$ cat config.mk
export PLATFORM = sky130hd
export DESIGN_NAME = link_reconnect_disconnect_sequencer
export DESIGN_NICKNAME = d
export VERILOG_FILES = /design/src/hw/rtl/lrds_pkg.sv /design/src/hw/rtl/lrds_csr.sv /design/src/hw/rtl/lrds_step.sv /design/src/hw/rtl/link_reconnect_disconnect_sequencer.sv
export SDC_FILE = /design/constraint.sdc
export NUM_CORES = 1
export LEC_CHECK = 0
export ABC_AREA = 1
export BUFFER_PORTS_ARGS = -buffer_cell sky130_fd_sc_hd__buf_2
export CORE_MARGIN = 2
export CORE_UTILIZATION = 35
export DETAILED_ROUTE_END_ITERATION = 12
export GPL_ROUTABILITY_DRIVEN = 0
export PLACE_DENSITY_LB_ADDON = 0.1
export SYNTH_ARGS = -nofsm -noshare
export SYNTH_HDL_FRONTEND = slang
export SYNTH_SLANG_ARGS = --single-unit
$ cat constraint.sdc
create_clock -name clock -period 3.7 [get_ports clock]
set_clock_uncertainty 0.2 [all_clocks]
set_input_delay 0.74 -clock clock [delete_from_list [all_inputs] [get_ports clock]]
set_output_delay 0.74 -clock clock [all_outputs]
set_load 0.03 [all_outputs]
$ cat src/hw/rtl/lrds_pkg.sv
// Shared types and codes for the link reconnect/disconnect sequencer.
// Used by lrds_csr, lrds_step, the top level and lrds_checker.
package lrds_pkg;

   // link modes
   localparam logic [1:0] MODE_WLAN = 2'd0;
   localparam logic [1:0] MODE_CELL = 2'd1;
   localparam logic [1:0] MODE_DUAL = 2'd2;
   localparam logic [1:0] MODE_BAD  = 2'd3;

   // input function codes
   localparam logic [2:0] FN_RECONNECT  = 3'd0;
   localparam logic [2:0] FN_DISCONNECT = 3'd1;
   localparam logic [2:0] FN_EFFECT_OK  = 3'd2;
   localparam logic [2:0] FN_EFFECT_BAD = 3'd3;
   localparam logic [2:0] FN_READY      = 3'd4;
   localparam logic [2:0] FN_TERMINAL   = 3'd5;

   // result codes
   localparam logic [1:0] RC_OK          = 2'd0;
   localparam logic [1:0] RC_BAD_MODE    = 2'd1;
   localparam logic [1:0] RC_BAD_STATE   = 2'd2;
   localparam logic [1:0] RC_UNSUPPORTED = 2'd3;

   // external effects
   localparam logic [2:0] EF_NONE         = 3'd0;
   localparam logic [2:0] EF_APPLY_CFG    = 3'd1;
   localparam logic [2:0] EF_CONNECT_WLAN = 3'd2;
   localparam logic [2:0] EF_CELL_OFF     = 3'd3;
   localparam logic [2:0] EF_CELL_ON      = 3'd4;
   localparam logic [2:0] EF_DISC_WLAN    = 3'd5;
   localparam logic [2:0] EF_REPORT_DOWN  = 3'd6;

   // operation status
   localparam logic [2:0] ST_ACCEPTED  = 3'd0;
   localparam logic [2:0] ST_BUSY      = 3'd1;
   localparam logic [2:0] ST_FAILED    = 3'd2;
   localparam logic [2:0] ST_COMPLETED = 3'd3;
   localparam logic [2:0] ST_NO_ACTION = 3'd4;

   // register indexes
   localparam logic [1:0] REG_LINK_MODE = 2'd0;
   localparam logic [1:0] REG_STARTED   = 2'd1;
   localparam logic [1:0] REG_WLAN_CFG  = 2'd2;

   localparam int CSR_ADDR_W = 4;
   localparam int CSR_DATA_W = 32;

   typedef enum logic [1:0] {
      OP_NONE       = 2'd0,
      OP_RECONNECT  = 2'd1,
      OP_DISCONNECT = 2'd2
   } op_type;

   typedef struct packed {
      logic [2:0] func;
      logic       ready_flag;
      logic [1:0] ready_iface;
   } req_item_type;

   typedef struct packed {
      logic [1:0] result_code;
      logic [2:0] next_effect;
      logic       status_valid;
      logic [2:0] op_status;
      logic       snap_changed;
      logic       snap_ready;
      logic [1:0] snap_iface;
      logic       snap_offline;
   } rsp_item_type;

   typedef struct packed {
      logic [1:0] link_mode;
      logic       manager_started;
      logic       wlan_config_present;
   } cfg_type;

   typedef struct packed {
      logic       offline_flag;
      logic       ready_state;
      logic [1:0] active_iface;
      logic       reconnecting;
      logic       disconnecting;
      op_type     current_op;
      logic [2:0] op_step;
      logic       op_failed;
      logic       wlan_path_down;
      logic       cell_path_down;
      logic [2:0] awaited_effect;
   } seq_state_type;

endpackage

$ cat src/hw/rtl/lrds_csr.sv
// Configuration registers behind the APB-style port.
// Depends on lrds_pkg for the register indexes and cfg_type.
module lrds_csr (
   input  logic                                clock,
   input  logic                                reset,
   input  logic                                psel,
   input  logic                                penable,
   input  logic                                pwrite,
   input  logic [lrds_pkg::CSR_ADDR_W-1:0]     paddr,
   input  logic [lrds_pkg::CSR_DATA_W-1:0]     pwdata,
   output logic [lrds_pkg::CSR_DATA_W-1:0]     prdata,
   output logic                                pready,
   output lrds_pkg::cfg_type                   cfg
);

   lrds_pkg::cfg_type cfg_ff, cfg_in;
   logic [1:0]        reg_index;
   logic              wr_en;

   assign pready    = 1'b1;
   assign reg_index = paddr[3:2];
   assign wr_en     = psel && penable && pwrite;

   always_comb begin
      cfg_in = cfg_ff;
      if (wr_en) begin
         unique case (reg_index)
            lrds_pkg::REG_LINK_MODE: cfg_in.link_mode           = pwdata[1:0];
            lrds_pkg::REG_STARTED:   cfg_in.manager_started     = pwdata[0];
            lrds_pkg::REG_WLAN_CFG:  cfg_in.wlan_config_present = pwdata[0];
            default: ;
         endcase
      end
   end

   always_comb begin
      prdata = '0;
      unique case (reg_index)
         lrds_pkg::REG_LINK_MODE: prdata[1:0] = cfg_ff.link_mode;
         lrds_pkg::REG_STARTED:   prdata[0]   = cfg_ff.manager_started;
         lrds_pkg::REG_WLAN_CFG:  prdata[0]   = cfg_ff.wlan_config_present;
         default: ;
      endcase
   end

   always_ff @(posedge clock) begin
      if (reset) begin
         cfg_ff <= '0;
      end else begin
         cfg_ff <= cfg_in;
      end
   end

   assign cfg = cfg_ff;

endmodule

$ cat src/hw/rtl/lrds_step.sv
// Decision logic for one item: next sequencer state and the result item.
// Depends on lrds_pkg for codes and struct types.
module lrds_step (
   input  lrds_pkg::cfg_type       cfg,
   input  lrds_pkg::seq_state_type cur,
   input  lrds_pkg::req_item_type  req,
   output lrds_pkg::seq_state_type nxt,
   output lrds_pkg::rsp_item_type  rsp
);

   logic       fail;
   logic [2:0] step_inc;
   logic [2:0] done;
   logic [1:0] rc;
   logic [2:0] eff;
   logic       sv;
   logic [2:0] st;
   logic       chg;
   logic       no_path;
   logic       is_wlan;
   logic       is_cell;
   logic       is_dual;

   assign fail     = (req.func == lrds_pkg::FN_EFFECT_BAD);
   assign step_inc = cur.op_step + 3'd1;
   assign done     = cur.awaited_effect;
   assign is_wlan  = (cfg.link_mode == lrds_pkg::MODE_WLAN);
   assign is_cell  = (cfg.link_mode == lrds_pkg::MODE_CELL);
   assign is_dual  = (cfg.link_mode == lrds_pkg::MODE_DUAL);

   always_comb begin
      nxt     = cur;
      rc      = lrds_pkg::RC_OK;
      eff     = lrds_pkg::EF_NONE;
      sv      = 1'b0;
      st      = lrds_pkg::ST_ACCEPTED;
      chg     = 1'b0;
      no_path = 1'b0;

      if (cfg.link_mode == lrds_pkg::MODE_BAD) begin
         rc = lrds_pkg::RC_BAD_MODE;
      end else if (!cfg.manager_started ||
                   (req.func == lrds_pkg::FN_RECONNECT && cur.disconnecting) ||
                   (req.func == lrds_pkg::FN_DISCONNECT && cur.reconnecting)) begin
         rc = lrds_pkg::RC_BAD_STATE;
      end else begin
         case (req.func) inside
            lrds_pkg::FN_RECONNECT: begin
               if (cur.reconnecting) begin
                  sv = 1'b1;
                  st = lrds_pkg::ST_BUSY;
               end else begin
                  nxt.offline_flag   = 1'b0;
                  nxt.ready_state    = 1'b0;
                  nxt.active_iface   = 2'd0;
                  nxt.reconnecting   = 1'b1;
                  nxt.disconnecting  = 1'b0;
                  nxt.current_op     = lrds_pkg::OP_RECONNECT;
                  nxt.op_step        = 3'd0;
                  nxt.op_failed      = 1'b0;
                  nxt.wlan_path_down = is_dual && !cfg.wlan_config_present;
                  nxt.cell_path_down = 1'b0;
                  sv  = 1'b1;
                  chg = 1'b1;
                  if (is_wlan && !cfg.wlan_config_present) begin
                     nxt.reconnecting   = 1'b0;
                     nxt.current_op     = lrds_pkg::OP_NONE;
                     nxt.awaited_effect = lrds_pkg::EF_NONE;
                     st = lrds_pkg::ST_FAILED;
                  end else begin
                     if (is_cell || (is_dual && !cfg.wlan_config_present)) begin
                        nxt.awaited_effect = lrds_pkg::EF_CELL_OFF;
                     end else begin
                        nxt.awaited_effect = lrds_pkg::EF_APPLY_CFG;
                     end
                     eff = nxt.awaited_effect;
                  end
               end
            end

            lrds_pkg::FN_EFFECT_OK, lrds_pkg::FN_EFFECT_BAD: begin
               if (done == lrds_pkg::EF_NONE) begin
                  rc = lrds_pkg::RC_BAD_STATE;
               end else if (cur.current_op == lrds_pkg::OP_RECONNECT) begin
                  if (fail) begin
                     nxt.op_failed = 1'b1;
                     if (done == lrds_pkg::EF_APPLY_CFG) begin
                        nxt.wlan_path_down = 1'b1;
                     end else if (done == lrds_pkg::EF_CELL_OFF ||
                                  done == lrds_pkg::EF_CELL_ON) begin
                        nxt.cell_path_down = 1'b1;
                     end
                  end
                  nxt.op_step = step_inc;
                  if (done == lrds_pkg::EF_APPLY_CFG && !fail) begin
                     nxt.awaited_effect = lrds_pkg::EF_CONNECT_WLAN;
                  end else if ((done == lrds_pkg::EF_APPLY_CFG ||
                                done == lrds_pkg::EF_CONNECT_WLAN) && is_dual) begin
                     nxt.awaited_effect = lrds_pkg::EF_CELL_OFF;
                  end else if (done == lrds_pkg::EF_CELL_OFF && !fail) begin
                     nxt.awaited_effect = lrds_pkg::EF_CELL_ON;
                  end else begin
                     nxt.awaited_effect = lrds_pkg::EF_NONE;
                  end
                  no_path = (is_wlan && nxt.wlan_path_down) ||
                            (is_cell && nxt.cell_path_down) ||
                            (is_dual && nxt.wlan_path_down && nxt.cell_path_down);
                  if (no_path) begin
                     nxt.reconnecting   = 1'b0;
                     nxt.current_op     = lrds_pkg::OP_NONE;
                     nxt.awaited_effect = lrds_pkg::EF_NONE;
                     sv  = 1'b1;
                     st  = lrds_pkg::ST_FAILED;
                     chg = 1'b1;
                  end else begin
                     eff = nxt.awaited_effect;
                  end
               end else if (cur.current_op != lrds_pkg::OP_DISCONNECT) begin
                  rc = lrds_pkg::RC_BAD_STATE;
               end else begin
                  if (fail) begin
                     nxt.op_failed = 1'b1;
                  end
                  nxt.op_step = step_inc;
                  if (is_dual && step_inc == 3'd1) begin
                     nxt.awaited_effect = lrds_pkg::EF_DISC_WLAN;
                     eff = lrds_pkg::EF_DISC_WLAN;
                  end else if (is_dual && step_inc == 3'd2) begin
                     nxt.awaited_effect = lrds_pkg::EF_CELL_OFF;
                     eff = lrds_pkg::EF_CELL_OFF;
                  end else begin
                     nxt.awaited_effect = lrds_pkg::EF_NONE;
                     nxt.current_op     = lrds_pkg::OP_NONE;
                     nxt.disconnecting  = 1'b0;
                     sv  = 1'b1;
                     st  = nxt.op_failed ? lrds_pkg::ST_FAILED : lrds_pkg::ST_COMPLETED;
                     chg = 1'b1;
                  end
               end
            end

            lrds_pkg::FN_READY: begin
               nxt.ready_state  = req.ready_flag;
               nxt.active_iface = req.ready_flag ? req.ready_iface : 2'd0;
               chg = 1'b1;
               if (req.ready_flag && cur.reconnecting &&
                   cur.awaited_effect == lrds_pkg::EF_NONE) begin
                  nxt.reconnecting = 1'b0;
                  nxt.current_op   = lrds_pkg::OP_NONE;
                  sv = 1'b1;
                  st = lrds_pkg::ST_COMPLETED;
               end
            end

            lrds_pkg::FN_TERMINAL: begin
               if (!cur.reconnecting || cur.current_op != lrds_pkg::OP_RECONNECT) begin
                  rc = lrds_pkg::RC_BAD_STATE;
               end else begin
                  nxt.reconnecting   = 1'b0;
                  nxt.current_op     = lrds_pkg::OP_NONE;
                  nxt.awaited_effect = lrds_pkg::EF_NONE;
                  sv  = 1'b1;
                  st  = lrds_pkg::ST_FAILED;
                  chg = 1'b1;
               end
            end

            lrds_pkg::FN_DISCONNECT: begin
               if (cur.disconnecting) begin
                  sv = 1'b1;
                  st = lrds_pkg::ST_BUSY;
               end else if (cur.offline_flag) begin
                  sv = 1'b1;
                  st = lrds_pkg::ST_NO_ACTION;
               end else begin
                  nxt.offline_flag  = 1'b1;
                  nxt.ready_state   = 1'b0;
                  nxt.active_iface  = 2'd0;
                  nxt.disconnecting = 1'b1;
                  nxt.current_op    = lrds_pkg::OP_DISCONNECT;
                  nxt.op_step       = 3'd0;
                  nxt.op_failed     = 1'b0;
                  if (is_wlan) begin
                     nxt.awaited_effect = lrds_pkg::EF_DISC_WLAN;
                  end else if (is_cell) begin
                     nxt.awaited_effect = lrds_pkg::EF_CELL_OFF;
                  end else begin
                     nxt.awaited_effect = lrds_pkg::EF_REPORT_DOWN;
                  end
                  eff = nxt.awaited_effect;
                  sv  = 1'b1;
                  chg = 1'b1;
               end
            end

            default: rc = lrds_pkg::RC_UNSUPPORTED;
         endcase
      end

      rsp.result_code  = rc;
      rsp.next_effect  = eff;
      rsp.status_valid = sv;
      rsp.op_status    = sv ? st : lrds_pkg::ST_ACCEPTED;
      rsp.snap_changed = chg;
      rsp.snap_ready   = nxt.ready_state;
      rsp.snap_iface   = nxt.active_iface;
      rsp.snap_offline = nxt.offline_flag;
   end

endmodule

$ cat src/hw/rtl/link_reconnect_disconnect_sequencer.sv
// Top level of the link reconnect/disconnect sequencer.
// Depends on lrds_pkg, lrds_csr and lrds_step.
//
// Usage:
//   req channel (req_valid/req_stall/req_item) carries events: requests,
//   effect feedback, stable-ready and terminal failure. rsp channel
//   (rsp_valid/rsp_stall/rsp_item) returns exactly one result item per event.
//   The APB-style port holds link_mode, manager_started and
//   wlan_config_present at byte addresses 0, 4 and 8; write them while idle.
// Timing:
//   An event is registered on acceptance, decided by the combinational step
//   logic and lands in the result register when that register is empty or
//   being drained. One event per clock is sustained while rsp_stall is low;
//   the sequencer state register updates in the same cycle as the result
//   register, so back-to-back events see each other's effect.
// Reset: synchronous; clears the configuration, the sequencer state and both
//   valid flags. When rsp_stall is high the result holds, the input register
//   fills, and req_stall rises until the result is taken.
module link_reconnect_disconnect_sequencer (
   input  logic                                clock,
   input  logic                                reset,
   input  logic                                req_valid,
   output logic                                req_stall,
   input  lrds_pkg::req_item_type              req_item,
   output logic                                rsp_valid,
   input  logic                                rsp_stall,
   output lrds_pkg::rsp_item_type              rsp_item,
   input  logic                                psel,
   input  logic                                penable,
   input  logic                                pwrite,
   input  logic [lrds_pkg::CSR_ADDR_W-1:0]     paddr,
   input  logic [lrds_pkg::CSR_DATA_W-1:0]     pwdata,
   output logic [lrds_pkg::CSR_DATA_W-1:0]     prdata,
   output logic                                pready
);

   lrds_pkg::cfg_type       cfg;
   lrds_pkg::seq_state_type state_ff, state_in;
   lrds_pkg::req_item_type  in_item_ff;
   lrds_pkg::rsp_item_type  out_item_ff, step_rsp;
   logic                    in_valid_ff, in_valid_in;
   logic                    out_valid_ff, out_valid_in;
   logic                    advance;
   logic                    req_take;

   lrds_csr u_csr (
      .clock   (clock),
      .reset   (reset),
      .psel    (psel),
      .penable (penable),
      .pwrite  (pwrite),
      .paddr   (paddr),
      .pwdata  (pwdata),
      .prdata  (prdata),
      .pready  (pready),
      .cfg     (cfg)
   );

   lrds_step u_step (
      .cfg (cfg),
      .cur (state_ff),
      .req (in_item_ff),
      .nxt (state_in),
      .rsp (step_rsp)
   );

   // held item moves on when the result register is empty or being drained
   assign advance   = in_valid_ff && (!out_valid_ff || !rsp_stall);
   assign req_stall = in_valid_ff && !advance;
   assign req_take  = req_valid && !req_stall;

   assign in_valid_in  = req_take || (in_valid_ff && !advance);
   assign out_valid_in = advance || (out_valid_ff && rsp_stall);

   always_ff @(posedge clock) begin
      if (reset) begin
         in_valid_ff  <= 1'b0;
         out_valid_ff <= 1'b0;
         state_ff     <= '0;
      end else begin
         in_valid_ff  <= in_valid_in;
         out_valid_ff <= out_valid_in;
         if (advance) begin
            state_ff <= state_in;
         end
      end
   end

   always_ff @(posedge clock) begin
      if (req_take) begin
         in_item_ff <= req_item;
      end
      if (advance) begin
         out_item_ff <= step_rsp;
      end
   end

   assign rsp_valid = out_valid_ff;
   assign rsp_item  = out_item_ff;

endmodule

* Word-level counts from Yosys, hierarchy flattened
Cells that the tools add are included.
** Word-level totals
- Register bits after elaboration :: 43
- Bits of input ports :: 49
** Operators by class
- $add $sub $neg :: 1
- Eq/ne operators :: 45
- Muxes and demuxes :: 157
- Bitwise gates (word level) :: 3
- Reduce and logical (&&, ||, !) cells :: 63
** Operators by type and width (count)
- two-way mux 3 bit :: 55
- two-way mux 2 bit :: 30
- two-way mux 1 bit :: 57
- two-way mux 17 bit :: 3
- two-way mux 4 bit :: 6
- AND reduction 12 bit :: 2
- AND reduction 11 bit :: 2
- logical AND 1 bit :: 21
- two-way mux 7 bit :: 3
- != test 3 x 2 -> 1 bit, second input constant :: 7
- != test 4 x 2 -> 1 bit, second input constant :: 4
- == test 3 x 2 -> 1 bit, second input constant :: 5
- AND reduction 14 bit :: 1
- two-way mux 13 bit :: 1
- != test 3 x 1 -> 1 bit, second input constant :: 4
- != test 4 x 3 -> 1 bit, second input constant :: 3
- logical OR 1 bit :: 11
- != test 5 x 1 -> 1 bit, second input constant :: 2
- == test 3 x 1 -> 1 bit, second input constant :: 3
- == test 3 bit, second input constant :: 3
- AND reduction 9 bit :: 1
- logical NOT 1 bit :: 8
- != test 4 x 1 -> 1 bit, second input constant :: 2
- nonzero test 4 bit :: 2
- 19 further kinds :: 33

* Logic depth before layout (Yosys ltp)
Gate-level depths: netlist of the first run.
- Depth after elaboration :: 23
- Gate-level depth with buffers :: 13
- Depth with buffers taken out :: 13

* Modules after synthesis
From an unflattened synthesis of the first run, not the netlist that was laid out.
** Unflattened totals
- Cell total of the unflattened synthesis :: 464
- Area total of the unflattened synthesis :: 3216.8 um^2
** By module, submodules not included
- link_reconnect_disconnect_sequencer :: times used 1, cells an instance 143, area an instance 1451.4 um^2, sequential area each 980.9 um^2
- lrds_step :: times used 1, cells an instance 248, area an instance 1271.2 um^2, sequential area each 0.0 um^2
- lrds_csr :: times used 1, cells an instance 73, area an instance 494.2 um^2, sequential area each 80.1 um^2

* Least setup slack after synthesis of the first run
OpenSTA, ideal clock, no wires.
- Path type :: input port to flip-flop
- Start :: in rsp_stall
- End :: reg state_ff[7] (netlist name)
- Data arrival time :: 2.069 ns
- Path slack :: 1.304 ns
- Stages on the path :: 10
- Path through :: nand2_1 nand2_1 inv_1 o21ai_1 inv_1 nand2_4 nor3_4 nand2_1 o21ai_1 nor2_1
** Between the ends
- Word-level cells in the longest chain between the ends :: 4
** Ends and longest elaborated chain
- start, declared :: RTL line link_reconnect_disconnect_sequencer.sv:26 : input logic rsp_stall,
- logical NOT 1 bit :: RTL line link_reconnect_disconnect_sequencer.sv:68 : assign advance = in_valid_ff && (!out_valid_ff || !rsp_stall);
- logical OR 1 bit :: RTL line link_reconnect_disconnect_sequencer.sv:68
- logical AND 1 bit :: RTL line link_reconnect_disconnect_sequencer.sv:68
- net advance :: RTL line link_reconnect_disconnect_sequencer.sv:43 : logic advance;
- AND reduction 11 bit (no source line)
- end signal, assigned :: RTL line link_reconnect_disconnect_sequencer.sv:84 : state_ff <= state_in;
- end, declared :: RTL line link_reconnect_disconnect_sequencer.sv:38 : lrds_pkg::seq_state_type state_ff, state_in;
The timed path passes the listed nets, and every way through them passes these cells.
A chain may end at the register's enable or synchronous reset.

* Final worst setup path of the first run
- Start :: reg state_ff[10] (netlist name)
- End :: reg out_item_ff (netlist bit rsp_item[9]) (data pin)
** Between the ends
- Word-level cells in the longest chain between the ends :: 6
** Ends and longest elaborated chain
- != test 2 bit :: RTL line lrds_step.sv:118 : end else if (cur.current_op != lrds_pkg::OP_DISCONNECT) begin
- two-way mux 3 bit :: RTL line lrds_step.sv:118
- two-way mux 3 bit (*) :: RTL line lrds_step.sv:84 : end else if (cur.current_op == lrds_pkg::OP_RECONNECT) begin
- two-way mux 3 bit (*) :: RTL line lrds_step.sv:82 : if (done == lrds_pkg::EF_NONE) begin
- two-way mux 3 bit (*) (2 in a row) :: RTL line lrds_step.sv:47 : case (req.func) inside
- end signal, assigned :: RTL line link_reconnect_disconnect_sequencer.sv:94 : out_item_ff <= step_rsp;
- end, declared :: RTL line link_reconnect_disconnect_sequencer.sv:40 : lrds_pkg::rsp_item_type out_item_ff, step_rsp;
Every way passes the cells marked *; elsewhere a longest branch is shown, timed or not.

==> results of run 1 <==
## synthesized netlist by cell type
master	number	area, um^2
nand2_1	92	345
nor2_1	59	221
inv_1	46	173
nand3_1	34	170
buf_4	31	233
dfxtp_1	23	460
edfxtp_1	20	601
o21ai_0	20	100
a21oi_1	19	95.1
nor3_1	7	35.0
o21ai_1	7	35.0
ha_1	5	62.6
nand4_1	5	31.3
nor2_2	4	25.0
clkbuf_1	3	11.3
inv_2	3	11.3
o211ai_1	3	22.5
a31oi_1	2	12.5
buf_2	2	10.0
conb_1	2	7.51
nand2_2	2	12.5
nand2_4	2	22.5
nor4_1	2	12.5
a211oi_1	1	7.51
a21boi_0	1	7.51
a21oi_2	1	8.76
clkinv_1	1	3.75
inv_6	1	8.76
nand2_8	1	20.0
nand3_2	1	10.0
nand3_4	1	17.5
nor2_4	1	11.3
nor2_8	1	20.0
nor3_4	1	16.3
nor3b_1	1	7.51
o21a_1	1	7.51
or2_2	1	6.26
xnor2_1	1	8.76
## final timing paths
check,from,endpoint,cells past startpoint
worst min register to register,state_ff[4],state_ff[4],2
worst min-delay path,state_ff[4],state_ff[4],2
worst max register to register,state_ff[10],rsp_item[9],12
worst max-delay path,state_ff[10],rsp_item[9],12
## area by class of cell
class	count	share of cell area, %
Tap cell	105	4.17
Clock buffer	5	2.19
Inverter	51	6.24
Multi-Input combinational cell	307	46.7
Timing Repair Buffer	35	5.64
Sequential cell	43	33.7
Clock inverter	3	1.39
## critical path: stages, from the launching register on
cell and delay (ns):
dfxtp_1 0.35, inv_1 0.06, ha_1 0.36, clkinv_1 0.39, nor3_1 0.26, nand3_1 0.12, nor2_1 0.11, nand3_1 0.12
nand2_1 0.08, nand3_1 0.06, nand2_1 0.11, nand2_1 0.06, nand2_1 0.05
## metal layers
layer / GRT usage [%] / vias to the layer above / part of all wire [%]
met3: 2.63 / 7 / 5.4
met5: 0 / - / 0
met4: 4.11 / 0 / 1.4
met2: 26.8 / 83 / 44
li1: - / 1328 / -
met1: 23.0 / 1177 / 49
## logic make-up (layout without fill, tap and decap cells)
group | after synthesis | after routing
simple gates | 215 | 215
buf+inv | 87 | 94
compound gates | 55 | 55
flops | 43 | 43
fa+ha+maj | 5 | 5
other cells | 2 | 31
xor+xnor | 1 | 1
## where the power goes
group,switching (mW),internal (mW)
Clock,0.174,0.201
Combinational,0.128,0.0351
Sequential,0.0104,0.513
Total,0.312,0.750
## layout by cell type (no fill, tap or decap), types with 19 or more instances in the layout
cell and instances:
nand2_1 92, nor2_1 59, inv_1 46, nand3_1 34, buf_2 34, conb_1 31
dfxtp_1 23, o21ai_0 20, edfxtp_1 20, a21oi_1 19
## stage by stage
stage | util, % | worst slack [ns]
floorplan | - | 1.30
global placement | 37.5 | 1.29
detailed placement | 37.5 | 1.31
CTS | 38.9 | 1.30
global route | 38.9 | 1.05
finish | 38.9 | 1.25
## flip-flops by register name, indices dropped and copies added (netlist names)
name,count
u_csr.cfg,4
state_ff,17
in_item_ff,6
in_valid_ff,1
rsp_valid,1
rsp_item,14
==> summary.md, run 1 <==
| Metric | Value |
|---|---|
| Sink Count | `43` |
| Post-Syn Instances | `408` |
| Synth Area in XOR/XNOR | `0.305%` |
| Status | `finished, final reports clean` |
| Final ANT Viol Nets | `0` |
| Complex-gate fraction of the synthesized area | `10.3%` |
| Crit-path max FO | `10` |
| RSZ-0062 raised after global routing | `no` |
| Row cnt | `33` |
| Seq/Total Area, Yosys | `36.9%` |
| Initial DRC count | `185` |
| Hold Vio Cnt, Final | `0` |
| CTS resizes | `0` |
| Initial Util | `35.5%` |
| Setup TNS | `0 ns` |
| Sequential Area | `0.00106 mm^2` |
| Hold Path Class | `flip-flop to flip-flop` |
| # diodes | `0` |
| Total of max-cap violations | `0` |
| Vias in the first global route | `2,251` |
| CTS H-Tree Depth | `2` |
| Placed cells | `541` |
| Total power | `1.06 mW` |
| Multi-input logic area | `0.00147 mm^2` |
| Die area | `0.00894 mm^2` |
| First-pass GRT wire length | `11.3 mm` |
| Startpoint Class | `flip-flop` |
| Leak | `1.52 nW` |
| Port buffer count | `34` |
| WS Path Type | `flip-flop to flip-flop` |
| Post-CTS setup buffers | `0` |
| DRC errors left | `0` |
| Initial antenna violation count | `0` |
| Peak VDD IR | `0.191 mV` |
| HPWL Detailed | `5.54 mm` |
| Worst endpoint required time | `3.67 ns` |
| Via density | `4.73` |
| Slew @ Worst Pin | `0.577 ns` |
| Post-synthesis mux area share | `0%` |
| Die X | `94.6 um` |
| Yosys Warn Count | `0` |
| Total GRT Usage | `16.5%` |
| Post-route insts no fill | `549` |
| Worst reg-to-reg setup slack | `1.25 ns` |
| Max clock buf depth | `2` |
| Post-Synth Adder-Cell Area | `2.18%` |
| Slew margin rel. | `61.5%` |
| Layout overhead on the synthesized area | `9.63%` |
| Detailed-route via count | `2,595` |
| Fill count | `900` |
| Critical Path AT | `2.42 ns` |
| CTS tree | `yes` |
| Fin crit share | `66.2%` |
| Synth Area in Simple Gates | `34.3%` |
| CTS buffer count | `5` |
| Post-DR wirelength/cell | `13.0 um` |
| Largest family of logic cells by synthesized area | `simple AND/OR/NAND/NOR gates` |
| Design area | `0.00315 mm^2` |
| Hold WS | `0.291 ns` |
| Pwr per Cell Area | `337 mW/mm^2` |
| Root buf cell | `clkbuf_8` |
| Io pins | `98` |
| Clk_lat worst skew | `0.30 ns` |
| Final #Nets | `497` |
| Share of cells above drive strength 1 | `14.2%` |
| Worst-path clk slew | `0.09 ns` |
| Mapped Area | `0.00287 mm^2` |
| Setup Viol. Count Final | `0` |
| Slew Limit Fails | `0` |
| Hold-fix buffers, CTS | `0` |
| Avg Inst Size Synth | `7.04 um^2` |
| Drt pass-1 iters | `4` |
| Core ar. | `0.00809 mm^2` |
| Post-layout min period | `2.45 ns` |
| WL final | `7.16 mm` |
| DP Area | `0.00304 mm^2` |
| Synth cell types | `38` |
| Largest net degree at the start of global routing | `20` |
| Count of state elements after synthesis | `43` |
| Die H | `94.6 um` |
| Achievable frequency | `0.408 GHz` |
| CP endpoint kind | `flip-flop` |
| Grt ovf | `0` |
Note: power is estimated with default switching activity, not from simulation.
==> inputs of run 2 (changes only) <==
clock period = 2 ns   (was 3.7 ns; I/O delays follow)
==> run 2 against run 1 <==
- the run now ends with negative setup slack left
- sequential share of layout area is 6.8 points lower
- cell count grew 12%
- die area is the same
- global-route usage up 1.7 points
- fmax up 19%
- critical path depth up 1
- hold slack lost 0.23 ns
- critical path type unchanged
==> summary.md, run 2 (synthesis results as in run 1) <==
| Metric | Value |
|---|---|
| Clk_lat worst skew | `0.31 ns (was 0.30 ns)` |
| # diodes | `0 (unchanged)` |
| Vias in the first global route | `2,508 (was 2,251)` |
| Max reg flops | `17 (unchanged)` |
| Io pins | `98 (unchanged)` |
| Max clock buf depth | `2 (unchanged)` |
| Fin crit share | `103% (was 66.2%)` |
| Setup TNS | `-0.220 ns (was 0 ns)` |
| CTS buffer count | `5 (unchanged)` |
| Layout overhead on the synthesized area | `37.7% (was 9.63%)` |
| Post-layout min period | `2.06 ns (was 2.45 ns)` |
| Commonest non-fill, non-tap cell in the layout | `nand2_1 (unchanged)` |
| CTS H-Tree Depth | `2 (unchanged)` |
| Initial DRC count | `234 (was 185)` |
| Fill count | `842 (was 900)` |
| Pwr per Cell Area | `523 mW/mm^2 (was 337 mW/mm^2)` |
| Peak VDD IR | `0.241 mV (was 0.191 mV)` |
| Most used cells in the layout excluding fill and tap cells | `nand2_1 (76), buf_4 (61), inv_1 (41), nor2_1 (41), buf_2 (34) (was nand2_1 (92), nor2_1 (59), inv_1 (46), nand3_1 (34), buf_2 (34))` |
| First-pass GRT wire length | `12.3 mm (was 11.3 mm)` |
| Die H | `94.6 um (unchanged)` |
| Drt pass-1 iters | `5 (was 4)` |
| Hold Vio Cnt, Final | `0 (unchanged)` |
| Core ar. | `0.00809 mm^2 (unchanged)` |
| Pre-CTS setup slack | `-0.00792 ns (was 1.31 ns)` |
| Multi-input logic area | `0.00174 mm^2 (was 0.00147 mm^2)` |
| Share of cells above drive strength 1 | `37.5% (was 14.2%)` |
| WL final | `8.00 mm (was 7.16 mm)` |
| Crit-path max FO | `8 (was 10)` |
| Setup Viol. Count Final | `6 (was 0)` |
| Worst-path clk slew | `0.09 ns (about the same)` |
| Port buffer count | `34 (unchanged)` |
| Row cnt | `33 (unchanged)` |
| Slew margin rel. | `62.0% (was 61.5%)` |
| Leak | `1.89 nW (was 1.52 nW)` |
| Grt ovf | `0 (unchanged)` |
| CTS tree | `yes (unchanged)` |
| Status | `complete, but fails checks (was finished, final reports clean)` |
| Slew Limit Fails | `0 (unchanged)` |
| Largest net degree at the start of global routing | `19 (was 20)` |
| Sink Count | `43 (unchanged)` |
| Top reg by flops | `state_ff (unchanged)` |
| Via density | `4.65 (was 4.73)` |
| Initial antenna violation count | `0 (unchanged)` |
| Total of max-cap violations | `0 (unchanged)` |
| RSZ-0062 raised after global routing | `yes (was no)` |
| Design area | `0.00395 mm^2 (was 0.00315 mm^2)` |
| HPWL Detailed | `6.08 mm (was 5.54 mm)` |
| Worst setup margin | `-0.0582 ns (was 1.25 ns)` |
| Post-DR wirelength/cell | `13.0 um (about the same)` |
| Detailed-route via count | `2,862 (was 2,595)` |
| Slew @ Worst Pin | `0.569 ns (was 0.577 ns)` |
| Startpoint Class | `flip-flop (unchanged)` |
| Die area | `0.00894 mm^2 (unchanged)` |
| DRC errors left | `0 (unchanged)` |
| Hold WS | `0.0625 ns (was 0.291 ns)` |
| Final #Nets | `563 (was 497)` |
| DP Area | `0.00344 mm^2 (was 0.00304 mm^2)` |
| Die X | `94.6 um (unchanged)` |
| CP endpoint kind | `flip-flop (unchanged)` |
| Sequential Area | `0.00106 mm^2 (about the same)` |
| Critical Path AT | `2.06 ns (was 2.42 ns)` |
| Initial Util | `35.5% (unchanged)` |
| Failing checks | `negative setup slack` |
| WS Path Type | `flip-flop to flip-flop (unchanged)` |
| Achievable frequency | `0.486 GHz (was 0.408 GHz)` |
| Hold Path Class | `primary input to flip-flop (was flip-flop to flip-flop)` |
| Worst endpoint required time | `2.00 ns (was 3.67 ns)` |
| Root buf cell | `clkbuf_8 (unchanged)` |
| Total GRT Usage | `18.2% (was 16.5%)` |
| Final ANT Viol Nets | `0 (unchanged)` |
[run 2: final timing paths]
path,start,endpoint,depth (start not counted),slack (ns)
max reg2reg,in_item_ff[3],state_ff[7],13,-0.06
min,req_item[4],in_item_ff[4],1,0.06
max,in_item_ff[3],state_ff[7],13,-0.06
min reg2reg,in_valid_ff,rsp_valid,2,0.30
[run 2: critical path, cell delays in order (launching register included)]
cell	delay, ns
edfxtp_1	0.46
buf_6	0.14
nor2_4	0.04
nand2_8	0.12
inv_8	0.05
nand2_4	0.05
nand3_4	0.12
nor2_8	0.18
nand2_4	0.07
nor3_4	0.21
buf_12	0.15
nand2_1	0.05
o21ai_1	0.06
nor2_1	0.05
[run 2: per-layer routing]
metal	share of wire, %	global-route usage, %
met5	0	0
met4	1.6	6.28
met3	5.3	2.87
met2	47	29.2
met1	47	25.0
[run 2: per-stage QoR]
step | util [%] | power [mW] | cells
2_1_floorplan | - | 1.26 | 437
3_3_place_gp | 42.5 | 1.33 | 593
3_5_place_dp | 42.5 | 1.34 | 593
4_1_cts | 44.1 | 2.04 | 601
5_1_grt | 48.9 | 2.17 | 615
6_report | 48.9 | 2.07 | 615
[run 2: cell type report]
class | instances | share of cell area [%]
clock buffer | 5 | 1.74
clock inverter | 3 | 1.11
inverter | 51 | 5.25
multi-input combinational | 307 | 43.9
sequential | 43 | 26.9
tap | 105 | 3.32
timing repair buffer | 101 | 17.8
[run 2: power breakdown]
part | internal [mW] | total, mW | switching [mW] | leakage [nW]
logic | 0.125 | 0.402 | 0.277 | 1.45
clock network | 0.372 | 0.699 | 0.327 | 0.0581
registers | 0.950 | 0.966 | 0.0158 | 0.376
[run 2: repair_timing]
action | 4_1_cts | 5_1_grt
endpoints found under the setup margin | 6 | 29
hold buffers | 0 | 0
buffers inserted | 0 | 14
pin swaps | 0 | 23
resized for setup | 4 | 90
